`src/sv/ansi_escape_stripper_macros.svh`:
```
// Assertion macros used by the escape stripper output stage (aes_out).
`ifndef ANSI_ESCAPE_STRIPPER_MACROS_SVH
`define ANSI_ESCAPE_STRIPPER_MACROS_SVH
`ifndef SYNTHESIS
`define AES_ASSERT_CLK(label, clock, reset, prop) \
  label: assert property (@(posedge clock) disable iff (reset) prop) \
    else $error("assertion failed");
`define AES_ASSERT(label, prop) `AES_ASSERT_CLK(label, clk, rst, prop)
`else
`define AES_ASSERT_CLK(label, clock, reset, prop)
`define AES_ASSERT(label, prop)
`endif
`endif

```
`src/sv/aes_pkg.sv`:
```
// Shared types and character constants of the escape stripper.
package aes_pkg;

  typedef enum logic [1:0] {
    ST_TEXT  = 2'd0,
    ST_ESC   = 2'd1,
    ST_PARAM = 2'd2,
    ST_INTER = 2'd3
  } parse_state_t;

  localparam logic [7:0] CH_ESC      = 8'h1B;
  localparam logic [7:0] CH_LBRACKET = 8'h5B;
  localparam logic [7:0] CH_NEWLINE  = 8'h0A;
  localparam logic [7:0] CH_ZERO     = 8'h30;
  localparam logic [7:0] CH_QUEST    = 8'h3F;
  localparam logic [7:0] CH_SPACE    = 8'h20;
  localparam logic [7:0] CH_SLASH    = 8'h2F;
  localparam logic [7:0] CH_AT       = 8'h40;
  localparam logic [7:0] CH_TILDE    = 8'h7E;
  localparam logic [7:0] CH_NUL      = 8'h00;

  // Request from the parser to the output stage.
  typedef struct packed {
    logic       valid;
    logic       newline;
    logic [7:0] byte_val;
  } aes_req_t;

endpackage

```
`src/sv/aes_parse.sv`:
```
// Input register and escape sequence parser.
module aes_parse (
  input  logic             clk,
  input  logic             rst,
  input  logic             in_valid,
  output logic             in_ready,
  input  logic [7:0]       in_byte,
  input  logic             load_ok,
  output aes_pkg::aes_req_t req
);

  logic                  hold_valid;
  logic [7:0]            hold_byte;
  aes_pkg::parse_state_t state;
  aes_pkg::parse_state_t state_next;
  logic                  pass;
  logic                  take;

  always_comb begin
    pass       = 1'b0;
    state_next = state;
    case (state)
      aes_pkg::ST_TEXT: begin
        if (hold_byte == aes_pkg::CH_ESC) begin
          state_next = aes_pkg::ST_ESC;
        end else begin
          pass = 1'b1;
        end
      end
      aes_pkg::ST_ESC: begin
        if (hold_byte == aes_pkg::CH_LBRACKET) begin
          state_next = aes_pkg::ST_PARAM;
        end else begin
          pass       = 1'b1;
          state_next = aes_pkg::ST_TEXT;
        end
      end
      aes_pkg::ST_PARAM: begin
        if (hold_byte inside {[aes_pkg::CH_ZERO:aes_pkg::CH_QUEST]}) begin
          state_next = aes_pkg::ST_PARAM;
        end else if (hold_byte inside {[aes_pkg::CH_SPACE:aes_pkg::CH_SLASH]}) begin
          state_next = aes_pkg::ST_INTER;
        end else if (hold_byte inside {[aes_pkg::CH_AT:aes_pkg::CH_TILDE]}) begin
          state_next = aes_pkg::ST_TEXT;
        end else begin
          pass       = 1'b1;
          state_next = aes_pkg::ST_TEXT;
        end
      end
      default: begin
        if (hold_byte inside {[aes_pkg::CH_SPACE:aes_pkg::CH_SLASH]}) begin
          state_next = aes_pkg::ST_INTER;
        end else if (hold_byte inside {[aes_pkg::CH_AT:aes_pkg::CH_TILDE]}) begin
          state_next = aes_pkg::ST_TEXT;
        end else begin
          pass       = 1'b1;
          state_next = aes_pkg::ST_TEXT;
        end
      end
    endcase
  end

  // dropped bytes retire without the output stage
  assign take         = hold_valid && (!pass || load_ok);
  assign in_ready     = !hold_valid || take;
  assign req.valid    = hold_valid && pass;
  assign req.newline  = (hold_byte == aes_pkg::CH_NEWLINE);
  assign req.byte_val = hold_byte;

  always_ff @(posedge clk) begin
    if (rst) begin
      hold_valid <= 1'b0;
      state      <= aes_pkg::ST_TEXT;
    end else begin
      if (take) begin
        state <= state_next;
      end
      if (in_ready) begin
        hold_valid <= in_valid;
      end
    end
  end

  always_ff @(posedge clk) begin
    if (in_ready && in_valid) begin
      hold_byte <= in_byte;
    end
  end

endmodule

```
`src/sv/aes_out.sv`:
```
// Output register with pending end-of-record terminator.
`include "ansi_escape_stripper_macros.svh"
module aes_out (
  input  logic              clk,
  input  logic              rst,
  input  aes_pkg::aes_req_t req,
  output logic              load_ok,
  output logic              out_valid,
  input  logic              out_ready,
  output logic [7:0]        out_byte,
  output logic              end_of_record
);

  logic pend;
  logic send_term;
  logic load;

  assign load_ok   = !out_valid || (out_ready && !pend);
  assign send_term = out_valid && out_ready && pend;
  assign load      = req.valid && load_ok;

  always_ff @(posedge clk) begin
    if (rst) begin
      out_valid <= 1'b0;
      pend      <= 1'b0;
    end else if (send_term) begin
      pend <= 1'b0;
    end else if (load) begin
      out_valid <= 1'b1;
      pend      <= req.newline;
    end else if (out_ready) begin
      out_valid <= 1'b0;
    end
  end

  always_ff @(posedge clk) begin
    if (send_term) begin
      out_byte      <= aes_pkg::CH_NUL;
      end_of_record <= 1'b1;
    end else if (load) begin
      out_byte      <= req.byte_val;
      end_of_record <= 1'b0;
    end
  end

  `AES_ASSERT(a_pend_valid, pend |-> out_valid && !end_of_record)
  `AES_ASSERT(a_pend_newline, pend |-> out_byte == aes_pkg::CH_NEWLINE)
  `AES_ASSERT(a_term_follows, send_term |=> out_valid && end_of_record && !pend)
  `AES_ASSERT(a_term_zero, out_valid && end_of_record |-> out_byte == aes_pkg::CH_NUL)

endmodule

```
`src/sv/ansi_escape_stripper.sv`:
```
// A passed byte is on the output in the cycle after the output stage accepts its request.
// Throughput: one input byte per cycle while out_ready is high; a passed newline
// holds the output register until its zero terminator has been sent.
// Escape bytes are dropped in the parser stage and take no output cycle.
// Reset clears both stages and returns the parser to plain text.
module ansi_escape_stripper (
  input  logic       clk,
  input  logic       rst,
  input  logic       in_valid,
  output logic       in_ready,
  input  logic [7:0] in_byte,
  output logic       out_valid,
  input  logic       out_ready,
  output logic [7:0] out_byte,
  output logic       end_of_record
);

  aes_pkg::aes_req_t req;
  logic              load_ok;

  aes_parse u_parse (
    .clk      (clk),
    .rst      (rst),
    .in_valid (in_valid),
    .in_ready (in_ready),
    .in_byte  (in_byte),
    .load_ok  (load_ok),
    .req      (req)
  );

  aes_out u_out (
    .clk           (clk),
    .rst           (rst),
    .req           (req),
    .load_ok       (load_ok),
    .out_valid     (out_valid),
    .out_ready     (out_ready),
    .out_byte      (out_byte),
    .end_of_record (end_of_record)
  );

endmodule
```
`config.mk`:
```
export PLATFORM = sky130hd
export DESIGN_NAME = ansi_escape_stripper
export DESIGN_NICKNAME = d
export VERILOG_FILES = /design/src/sv/aes_pkg.sv /design/src/sv/aes_parse.sv /design/src/sv/aes_out.sv /design/src/sv/ansi_escape_stripper.sv
export VERILOG_INCLUDE_DIRS = /design/src /design/src/sv
export SDC_FILE = /design/constraint.sdc
export NUM_CORES = 1
export LEC_CHECK = 0
export ABC_CLOCK_PERIOD_IN_PS = 1700
export BUFFER_PORTS_ARGS = -buffer_cell sky130_fd_sc_hd__buf_4
export CAP_MARGIN = 20
export CORE_UTILIZATION = 46
export CTS_CLUSTER_SIZE = 25
export DETAILED_ROUTE_END_ITERATION = 10
export PLACE_DENSITY = 0.73
export SYNTH_ARGS = -nofsm -noshare
export SYNTH_HDL_FRONTEND = slang
export SYNTH_SLANG_ARGS = --single-unit
```
`constraint.sdc`:
```
create_clock -name clk -period 1.7 [get_ports clk]
set_input_delay 0.255 -clock clk [delete_from_list [all_inputs] [get_ports clk]]
set_output_delay 0.255 -clock clk [all_outputs]
set_load 0.05 [all_outputs]
```
Yosys cells after proc, flatten, opt, wreduce, memory -nomap -nowiden
Index checks and enable logic that the tools add are counted.

Register bits after elaboration: 22. Bits of input ports: 12. Output and inout port bits: 11. Logic and storage cells: 55.

$lt $le $gt $ge: 6. Equal/unequal tests: 6. Multiplexer cells: 13. Bitwise logic cells: 1. Reductions and logical operators: 22.

Operators by type and width (number): $ge 8x6->1 const B (2); $le 8x6->1 const B (2); $logic_and 1x1->1 (10); $eq 8x4->1 const B (1); $eq 8x5->1 const B (1); $eq 8x7->1 const B (1); $ge 8x7->1 const B (1); $le 8x7->1 const B (1); $mux 2 (4); $mux 1 (7); $pmux 2 s3 (1); $logic_not 1->1 (4); $reduce_and 2->1 (2); $logic_or 1x1->1 (3); $pmux 1 s3 (1); $eq 2x1->1 const B (1); $eq 2x2->1 const B (1); $logic_not 2->1 (1); $ne 2x1->1 const B (1); $reduce_bool 2->1 (1); $reduce_or 2->1 (1); $not 1->1 (1).

Logic depth before layout (Yosys ltp)
Gate-level depths: netlist of the first run.

Depth in word-level cells: 11. Gate-level depth with buffers: 5. Depth with buffers taken out: 5.

By module
A second synthesis of the first run with hierarchy kept.

Cells, all modules: 90. Area total of the unflattened synthesis: 1018.5 sq um.

Modules (own cells, without submodules): aes_parse (times used 1, cells an instance 46, area each 536.8 sq um, seq. area each 300.3 sq um); aes_out (times used 1, cells an instance 44, area each 481.7 sq um, seq. area each 220.2 sq um).

Worst setup path after synthesis of the first run
Ideal clock, no wire load.

Path type: register to register. Start: register u_parse.hold_byte[5]. End: register u_parse.hold_byte[0], enable pin. Setup time: 0.332 ns. Arrival time: 1.906 ns. Data required time: 1.368 ns. Slack: -0.538 ns. Cell stages (with the launch flop): 5. Buffers on the path: 0. Clock period less this slack: 2.238 ns. Cell sequence: edfxtp_1 -> and4bb_4 -> a41oi_4 -> o211ai_2 -> and2_1.

Longest elaborated chain between the ends: 11. Elaborated cells on any way between the ends: 22. Those cells by class: order compare (6); eq/ne (2); mux (6); reduce/logical (8).

RTL lines: from (decl) (line aes_parse.sv:13) `logic [7:0] hold_byte;`; from (signal assigned) (line aes_parse.sv:86) `hold_byte <= in_byte;`; $ge 8x7->1 / $le 8x7->1 (equally long branches) (line aes_parse.sv:43, aes_parse.sv:53); $logic_and 1x1->1 (line aes_parse.sv:43, aes_parse.sv:53); $mux 1 (line aes_parse.sv:43, aes_parse.sv:53); $mux 1 (line aes_parse.sv:51) `if (hold_byte inside {[aes_pkg::CH_SPACE:aes_pkg::CH_SLASH]}) begin`; $mux 1 (line aes_parse.sv:39) `if (hold_byte inside {[aes_pkg::CH_ZERO:aes_pkg::CH_QUEST]}) begin`; $pmux 1 s3 (*) (line aes_parse.sv:22) `case (state)`; $logic_not 1->1 (*) (line aes_parse.sv:64) `assign take = hold_valid && (!pass || load_ok);`; $logic_or 1x1->1 (*) (line aes_parse.sv:64); $logic_and 1x1->1 (*) (line aes_parse.sv:64); $logic_or 1x1->1 (*) (line aes_parse.sv:65) `assign in_ready = !hold_valid || take;`; via in_ready (line ansi_escape_stripper.sv:10) `output logic in_ready,`; $logic_and 1x1->1 (*) (line aes_parse.sv:85) `if (in_ready && in_valid) begin`.

Mark *: on every way through the listed nets, which the timed path passes. The rest lies on a longest branch. A chain may end at the register's enable or synchronous reset.

Worst setup path in the final report of the first run
Start: register u_parse.hold_byte[6]. End: output in_ready.

Longest elaborated chain between the ends: 10. Elaborated cells on any way between the ends: 21. Those cells by class: order compare (6); eq/ne (2); mux (6); reduce/logical (7).

RTL lines (line): $ge 8x7->1 / $le 8x7->1 (equally long branches) (aes_parse.sv:43, aes_parse.sv:53); $logic_and 1x1->1 (aes_parse.sv:43, aes_parse.sv:53); $mux 1 (aes_parse.sv:43, aes_parse.sv:53); $mux 1 (aes_parse.sv:51); $mux 1 (aes_parse.sv:39); $pmux 1 s3 (*) (aes_parse.sv:22); $logic_not 1->1 (*) (aes_parse.sv:64); $logic_or 1x1->1 (*) (aes_parse.sv:64); $logic_and 1x1->1 (*) (aes_parse.sv:64); $logic_or 1x1->1 (*) (aes_parse.sv:65); to (decl) (ansi_escape_stripper.sv:10).

Mark *: on every way between the ends. The rest lies on a longest branch, timed or not.

==> results of run 1 <==
[per-stage QoR]
| step | worst slack [ps] | TNS, ps | total power [mW] |
|---|---|---|---|
| CTS | -221 | -739 | 1.31 |
| detailed placement | 5.87 | 0 | 0.905 |
| global route | -294 | -1900 | 1.36 |
| floorplan | -265 | -2120 | 0.803 |
| global placement | 44.2 | 0 | 0.898 |
| finish | -247 | -1580 | 1.31 |
[cell families after synthesis]
family	Yosys count
XOR/XNOR	1
AO/OA/AOI/OAI	24
flip-flops	22
AND/OR/NAND/NOR	37
buffers and inverters	10
[metal layers]
metal | share of wire | up-vias
met5 | 0 | -
met4 | 0.040 | 0
met3 | 0.063 | 13
met2 | 0.49 | 42
met1 | 0.40 | 415
li1 | - | 435
[worst max path at each step]
stage	startpoint	endpoint	cells after the start
floorplan	u_parse.hold_byte[5]	u_parse.hold_byte[0]	4
global placement	u_parse.hold_byte[5]	u_parse.hold_byte[1]	5
detailed placement	u_parse.hold_byte[5]	u_parse.hold_byte[1]	5
CTS	u_parse.hold_byte[2]	in_ready	5
global route	u_parse.hold_byte[5]	in_ready	4
finish	u_parse.hold_byte[6]	in_ready	4
[registers in the layout, summed over array words and instances, names as in the netlist]
register and cells:
u_out.out_byte 8, u_out.out_valid 1, u_parse.hold_byte 8, u_parse.state 2
u_out.end_of_record 1, u_out.pend 1, u_parse.hold_valid 1
[where the power goes]
part | total (mW) | leakage, nW | internal, mW | switching [mW]
Combinational | 0.289 | 0.385 | 0.108 | 0.180
Clock | 0.405 | 0.0279 | 0.239 | 0.166
Sequential | 0.619 | 0.194 | 0.591 | 0.0273
[critical path: stages (launching register included)]
cell and delay (ps):
edfxtp_1 480, xnor2_1 300, a41oi_4 180, o211ai_4 230, buf_6 180
[synthesized netlist by cell type, types with 2 or more instances]
| cell | number | area (sq um) |
|---|---|---|
| and2_2 | 2 | 15.0 |
| edfxtp_1 | 8 | 240 |
| inv_1 | 10 | 37.5 |
| nand2_1 | 5 | 18.8 |
| nand3_1 | 4 | 20.0 |
| o21ai_1 | 10 | 50.1 |
| a21oi_1 | 3 | 15.0 |
| a21o_1 | 2 | 15.0 |
| dfxtp_1 | 14 | 280 |
| nor2_1 | 3 | 11.3 |
| nand2b_1 | 3 | 18.8 |
| nand4_1 | 10 | 62.6 |
[cell type report]
cell class	instances	area (sq um)
clock buffer	3	22.5
clock inverter	1	30.0
fill	159	587
inverter	10	37.5
multi-input combinational	62	450
sequential	22	520
tap	27	33.8
timing repair buffer	39	300
[layout by cell type, fill, tap and decap left out, types with 2 or more instances in the layout]
cell type,Yosys,final
buf_4,0,37
dfxtp_1,14,14
inv_1,10,10
o21ai_1,10,10
nand4_1,10,10
edfxtp_1,8,8
nand2_1,5,5
nand3_1,4,4
and2_4,1,3
nand2b_1,3,3
a21oi_1,3,3
clkbuf_4,0,3
a21o_1,2,2
nor2_1,3,2
buf_6,0,2
[timing repair]
item                                    CTS  global route
pin swaps                                 3             3
gates resized for setup                   3             2
endpoints found under the setup margin    9            11
setup buffers                             6             3
==> flow_metrics.py, run 1 <==
metrics = {
    "synthesis": {
        "synth_compound_area_frac": 0.191,
        "synth_cell_types": 32,
        "synth_area_sq_um": 987,
        "synth_top_family_by_area": "simple AND/OR/NAND/NOR gates",
        "ys.flop_type": "dfxtp_1",
        "yosysWarnings": 0,
        "syn-num-nets": 106,
        "synth_edf_count": 8,
        "async_flop_share": 0,
        "syn_inst": 94,
        "ys_ff_latch": 22,
        "syn_avg_cell_area_sq_um": 10.5,
        "synthSimpleGateAreaFrac": 0.234,
        "synth_xor_area_frac": 0.00887,
        "synth_fa_ha_area_frac": 0,
        "yosysSeqAreaShare": 0.527,
        "synthMuxAreaShare": 0,
    },
    "pwr": {
        "cellPowerDensity_nw_per_um2": 941,
        "ir_worst_vdd_uv": 665,
        "p_leak_nw": 0.608,
    },
    "run_status": {
        "failed_checks": "negative setup slack",
        "outcome": "finished with violations",
    },
    "clocking": {
        "clk_latency_ps": 330,
        "hold_buffers": 0,
        "clock-sinks": 22,
        "cts_tree": "yes",
        "root_buffer": "clkbuf_4",
        "cts_max_level": 1,
        "cts_max_path_buffers": 2,
        "cts_buffers": 3,
        "path_clk_slew_ps": 130,
    },
    "grt": {
        "use_met2": 0.371,
        "grt_use_total": 0.205,
        "overflow": 0,
        "grt_max_degree": 14,
        "grt-busiest-layer": "met2",
        "grt_pass1_wl_microns": 3670,
        "grt_pass1_vias": 872,
        "met3_usage": 0.0535,
        "use_met1": 0.220,
        "antenna_found_initial": 0,
    },
    "timing": {
        "max_slew_margin": 0.785,
        "fmax_mhz": 514,
        "finalMaxSlewViolations": 0,
        "layout_setup_ws_ps": -247,
        "setup_violations": 9,
        "period_share": 1.15,
        "worst_pin_slew_ps": 322,
        "period_needed_ps": 1950,
        "grt_setup_unrepaired": "true",
        "whs_ps": 91.4,
        "skew_ps": 12.4,
        "hold_viol": 0,
    },
    "floorplan": {
        "core_sq_um": 1980,
        "die_x_microns": 48.3,
        "dieHeight_microns": 48.3,
        "dieArea_sq_um": 2340,
        "initial_utilization": 0.498,
        "num_rows": 16,
        "io_pins": 23,
    },
    "placed_design": {
        "dpl_cell_area_sq_um": 1260,
        "gp_congestion": 0.863,
        "dp.cells": 152,
        "dp_hpwl_microns": 1590,
        "port-buffer-count": 22,
    },
    "detailed_routing": {
        "first_pass_iters": 4,
        "routed-via-count": 905,
        "routed_via_density": 5.52,
        "totalWireLength_microns": 2320,
        "dr.first_iter.drc_count": 41,
        "antenna_left": 0,
        "drt_drc_violations_left": 0,
        "wl_per_cell_microns": 14.1,
    },
    "worst_setup_path": {
        "r2r-end": "u_parse.hold_byte[6]",
        "cp-end-kind": "primary output",
        "r2r_start": "u_parse.hold_byte[6]",
        "critical_path_arrival_ps": 1690,
        "ff2ff_setup_slack_ps": -180,
        "cp_max_fo": 4,
        "startpoint_type": "flop",
        "path_class": "reg -> out",
        "required_ps": 1440,
        "rr_worst_depth": 6,
    },
    "final_layout": {
        "instances_no_fill": 164,
        "drive_above_1_share": 0.409,
        "synthToLayoutAreaGrowth_pct": 41.3,
        "fin_util": 0.704,
        "final_cell_area_sq_um": 1400,
        "n_antenna_cell": 0,
        "layout.nets": 150,
    },
    "hold_path": {
        "min_to": "u_parse.hold_byte[4]",
        "hold_start": "in_byte[4]",
        "hold_path_depth": 1,
        "min_path_type": "in -> reg",
    },
    "job": {
        "cap_violations": 0,
    },
}
Power figures use the tool's default switching activity.
==> run 2: changes to the inputs <==
- ABC_CLOCK_PERIOD_IN_PS: 1700 -> 2200
- CORE_UTILIZATION: 46 -> 51
- PLACE_DENSITY: 0.73 -> 0.76
- clock period: 1.7 -> 2.2 ns (I/O delays scaled with it)
==> run 2 against run 1 <==
  * The run now ends clean
  * Flip-flop and latch count unchanged
  * Worst hold slack better by 88 ps
  * Global-route usage up 1.3 points
  * Cell count decreased by 10%
  * Clock-buffer cell count is the same
  * Sequential share of layout area is 3.9 points higher
  * Critical path depth did not move
  * Core utilization up 1.2 points
  * Die area is 9.4% lower
  * Clock power down 23%
  * Largest power group unchanged
==> flow_metrics.py, run 2 (synthesis gave the netlist of run 1 again) <==
metrics = {
    "worst_setup_path": {
        "crit_path_end": "in_ready",
        "startpoint_type": "flop",
        "r2r-end": "u_parse.hold_byte[1]",
        "ff2ff_setup_slack_ps": 220,
        "path_class": "reg -> out",
        "cp_max_fo": 5,
        "required_ps": 1870,
        "rr_worst_depth": 4,
        "critical_path_arrival_ps": 1810,
        "cp-end-kind": "primary output",
        "cp-startpoint": "u_parse.hold_byte[5]",
        "r2r_start": "u_parse.hold_byte[5]",
    },
    "pwr": {
        "cellPowerDensity_nw_per_um2": 785,
        "power.switching_mw": 0.281,
        "ir_worst_vdd_uv": 455,
        "switching_share": 0.284,
        "p_int_mw": 0.711,
        "p_seq_frac": 0.483,
        "p_clk_frac": 0.313,
        "combPwrFrac": 0.204,
        "p_leak_nw": 0.530,
    },
    "detailed_routing": {
        "routed_via_density": 5.59,
        "drt_drc_violations_left": 0,
        "wl_per_cell_microns": 13.5,
        "dr.first_iter.drc_count": 28,
        "first_pass_iters": 6,
        "antenna_left": 0,
        "totalWireLength_microns": 1980,
        "routed-via-count": 822,
    },
    "timing": {
        "finalMaxSlewViolations": 0,
        "max_slew_margin": 0.762,
        "skew_ps": 3.06,
        "fmax_mhz": 468,
        "hold_viol": 0,
        "period_needed_ps": 2140,
        "worst_pin_slew_ps": 355,
        "setup_violations": 0,
        "setup_tns_ps": 0,
        "grt_setup_unrepaired": "false",
        "period_share": 0.972,
    },
    "final_layout": {
        "layout_commonest_cell": "buf_4",
        "seqCellArea_sq_um": 520,
        "layout_common_cells": "buf_4, dfxtp_1, inv_1, o21ai_1, nand4_1",
        "drive_above_1_share": 0.311,
        "synthToLayoutAreaGrowth_pct": 28.0,
        "layout.nets": 135,
        "n_antenna_cell": 0,
        "largest_registers": "u_out.out_byte x8, u_parse.hold_byte x8, u_parse.state x2",
        "instances_no_fill": 147,
        "nFillCells": 145,
        "multi_input_area_sq_um": 438,
    },
    "floorplan": {
        "core_sq_um": 1760,
        "initial_utilization": 0.560,
        "die_x_microns": 46.0,
        "num_rows": 15,
        "io_pins": 23,
        "dieArea_sq_um": 2120,
        "dieHeight_microns": 46.0,
    },
    "clocking": {
        "cts_buffers": 3,
        "clk_latency_ps": 310,
        "cts_tree": "yes",
        "root_buffer": "clkbuf_4",
        "clock-sinks": 22,
        "cts_max_path_buffers": 2,
        "path_clk_slew_ps": 120,
        "hold_buffers": 0,
        "cts_max_level": 1,
    },
    "grt": {
        "grt_pass1_vias": 763,
        "overflow": 0,
        "grt_pass1_wl_microns": 3260,
        "grt_max_degree": 14,
        "antenna_found_initial": 0,
        "grt_use_total": 0.217,
    },
    "hold_path": {
        "min_path_type": "in -> reg",
        "hold_path_depth": 1,
    },
    "job": {
        "cap_violations": 0,
    },
    "run_status": {
        "outcome": "completed",
    },
    "placed_design": {
        "gp_congestion": 0.896,
        "port-buffer-count": 22,
        "dp_hpwl_microns": 1430,
        "dp.cells": 142,
    },
}
==> run 2: changes by cell type in the layout (fill, tap and decap cells not counted), sizes merged <==
cell / previous run / this run
buf: 39 / 24
==> run 2: worst max-delay path, stage by stage, from the launching register on <==
cell and delay (ps):
edfxtp_1 460, and4bb_4 400, a41oi_4 200, o211ai_4 240, buf_6 190
==> run 2: how the worst min path moves through the flow <==
stage	to	startpoint	slack, ps
global route	u_parse.hold_byte[5]	in_byte[5]	170
finish	u_parse.hold_byte[7]	in_byte[7]	180
global placement	u_out.end_of_record	u_out.end_of_record	440
detailed placement	u_out.end_of_record	u_out.end_of_record	450
floorplan	u_out.out_valid	rst	400
CTS	u_parse.hold_byte[7]	in_byte[7]	180
==> run 2: per-stage QoR <==
step | power (mW) | area (sq um) | hold WS (ps) | util | worst slack, ps
2_1_floorplan | 0.620 | 996 | 399 | - | 105
3_3_place_gp | 0.686 | 1200 | 442 | 0.680 | 279
3_5_place_dp | 0.690 | 1200 | 450 | 0.680 | 225
4_1_cts | 0.992 | 1250 | 183 | 0.710 | 16.4
5_1_grt | 1.03 | 1260 | 167 | 0.716 | 1.23
6_report | 0.992 | 1260 | 179 | 0.716 | 61.6
==> run 2: what timing repair did <==
item / 4_1_cts / 5_1_grt
resized for setup: 0 / 1
endpoints found under the setup margin: 0 / 1
buffers inserted: 0 / 1
==> run 2: power groups by stage <==
stage                     Sequential, mW  Combinational, mW  Clock (mW)
final                              0.479              0.203       0.310
after global routing               0.485              0.215       0.330
after CTS                          0.480              0.202       0.311
after detailed placement           0.489              0.201           0
after global placement             0.488              0.198           0
after floorplan                    0.570             0.0503           0
==> run 2: area by class of cell <==
type / count / share of cell area
Timing Repair Buffer: 24 / 0.146
Clock inverter: 1 / 0.0238
Sequential cell: 22 / 0.412
Tap cell: 25 / 0.0248
Inverter: 10 / 0.0297
Clock buffer: 3 / 0.0178
Multi-Input combinational cell: 62 / 0.347
==> run 2: routing by layer <==
layer  GRT usage  vias to the layer above  routed length [microns]
met5           0                        -                        0
met4       0.124                        0                       38
met3      0.0278                        7                      117
met2       0.375                       34                      975
met1       0.256                      375                      852
li1            -                      406                        -
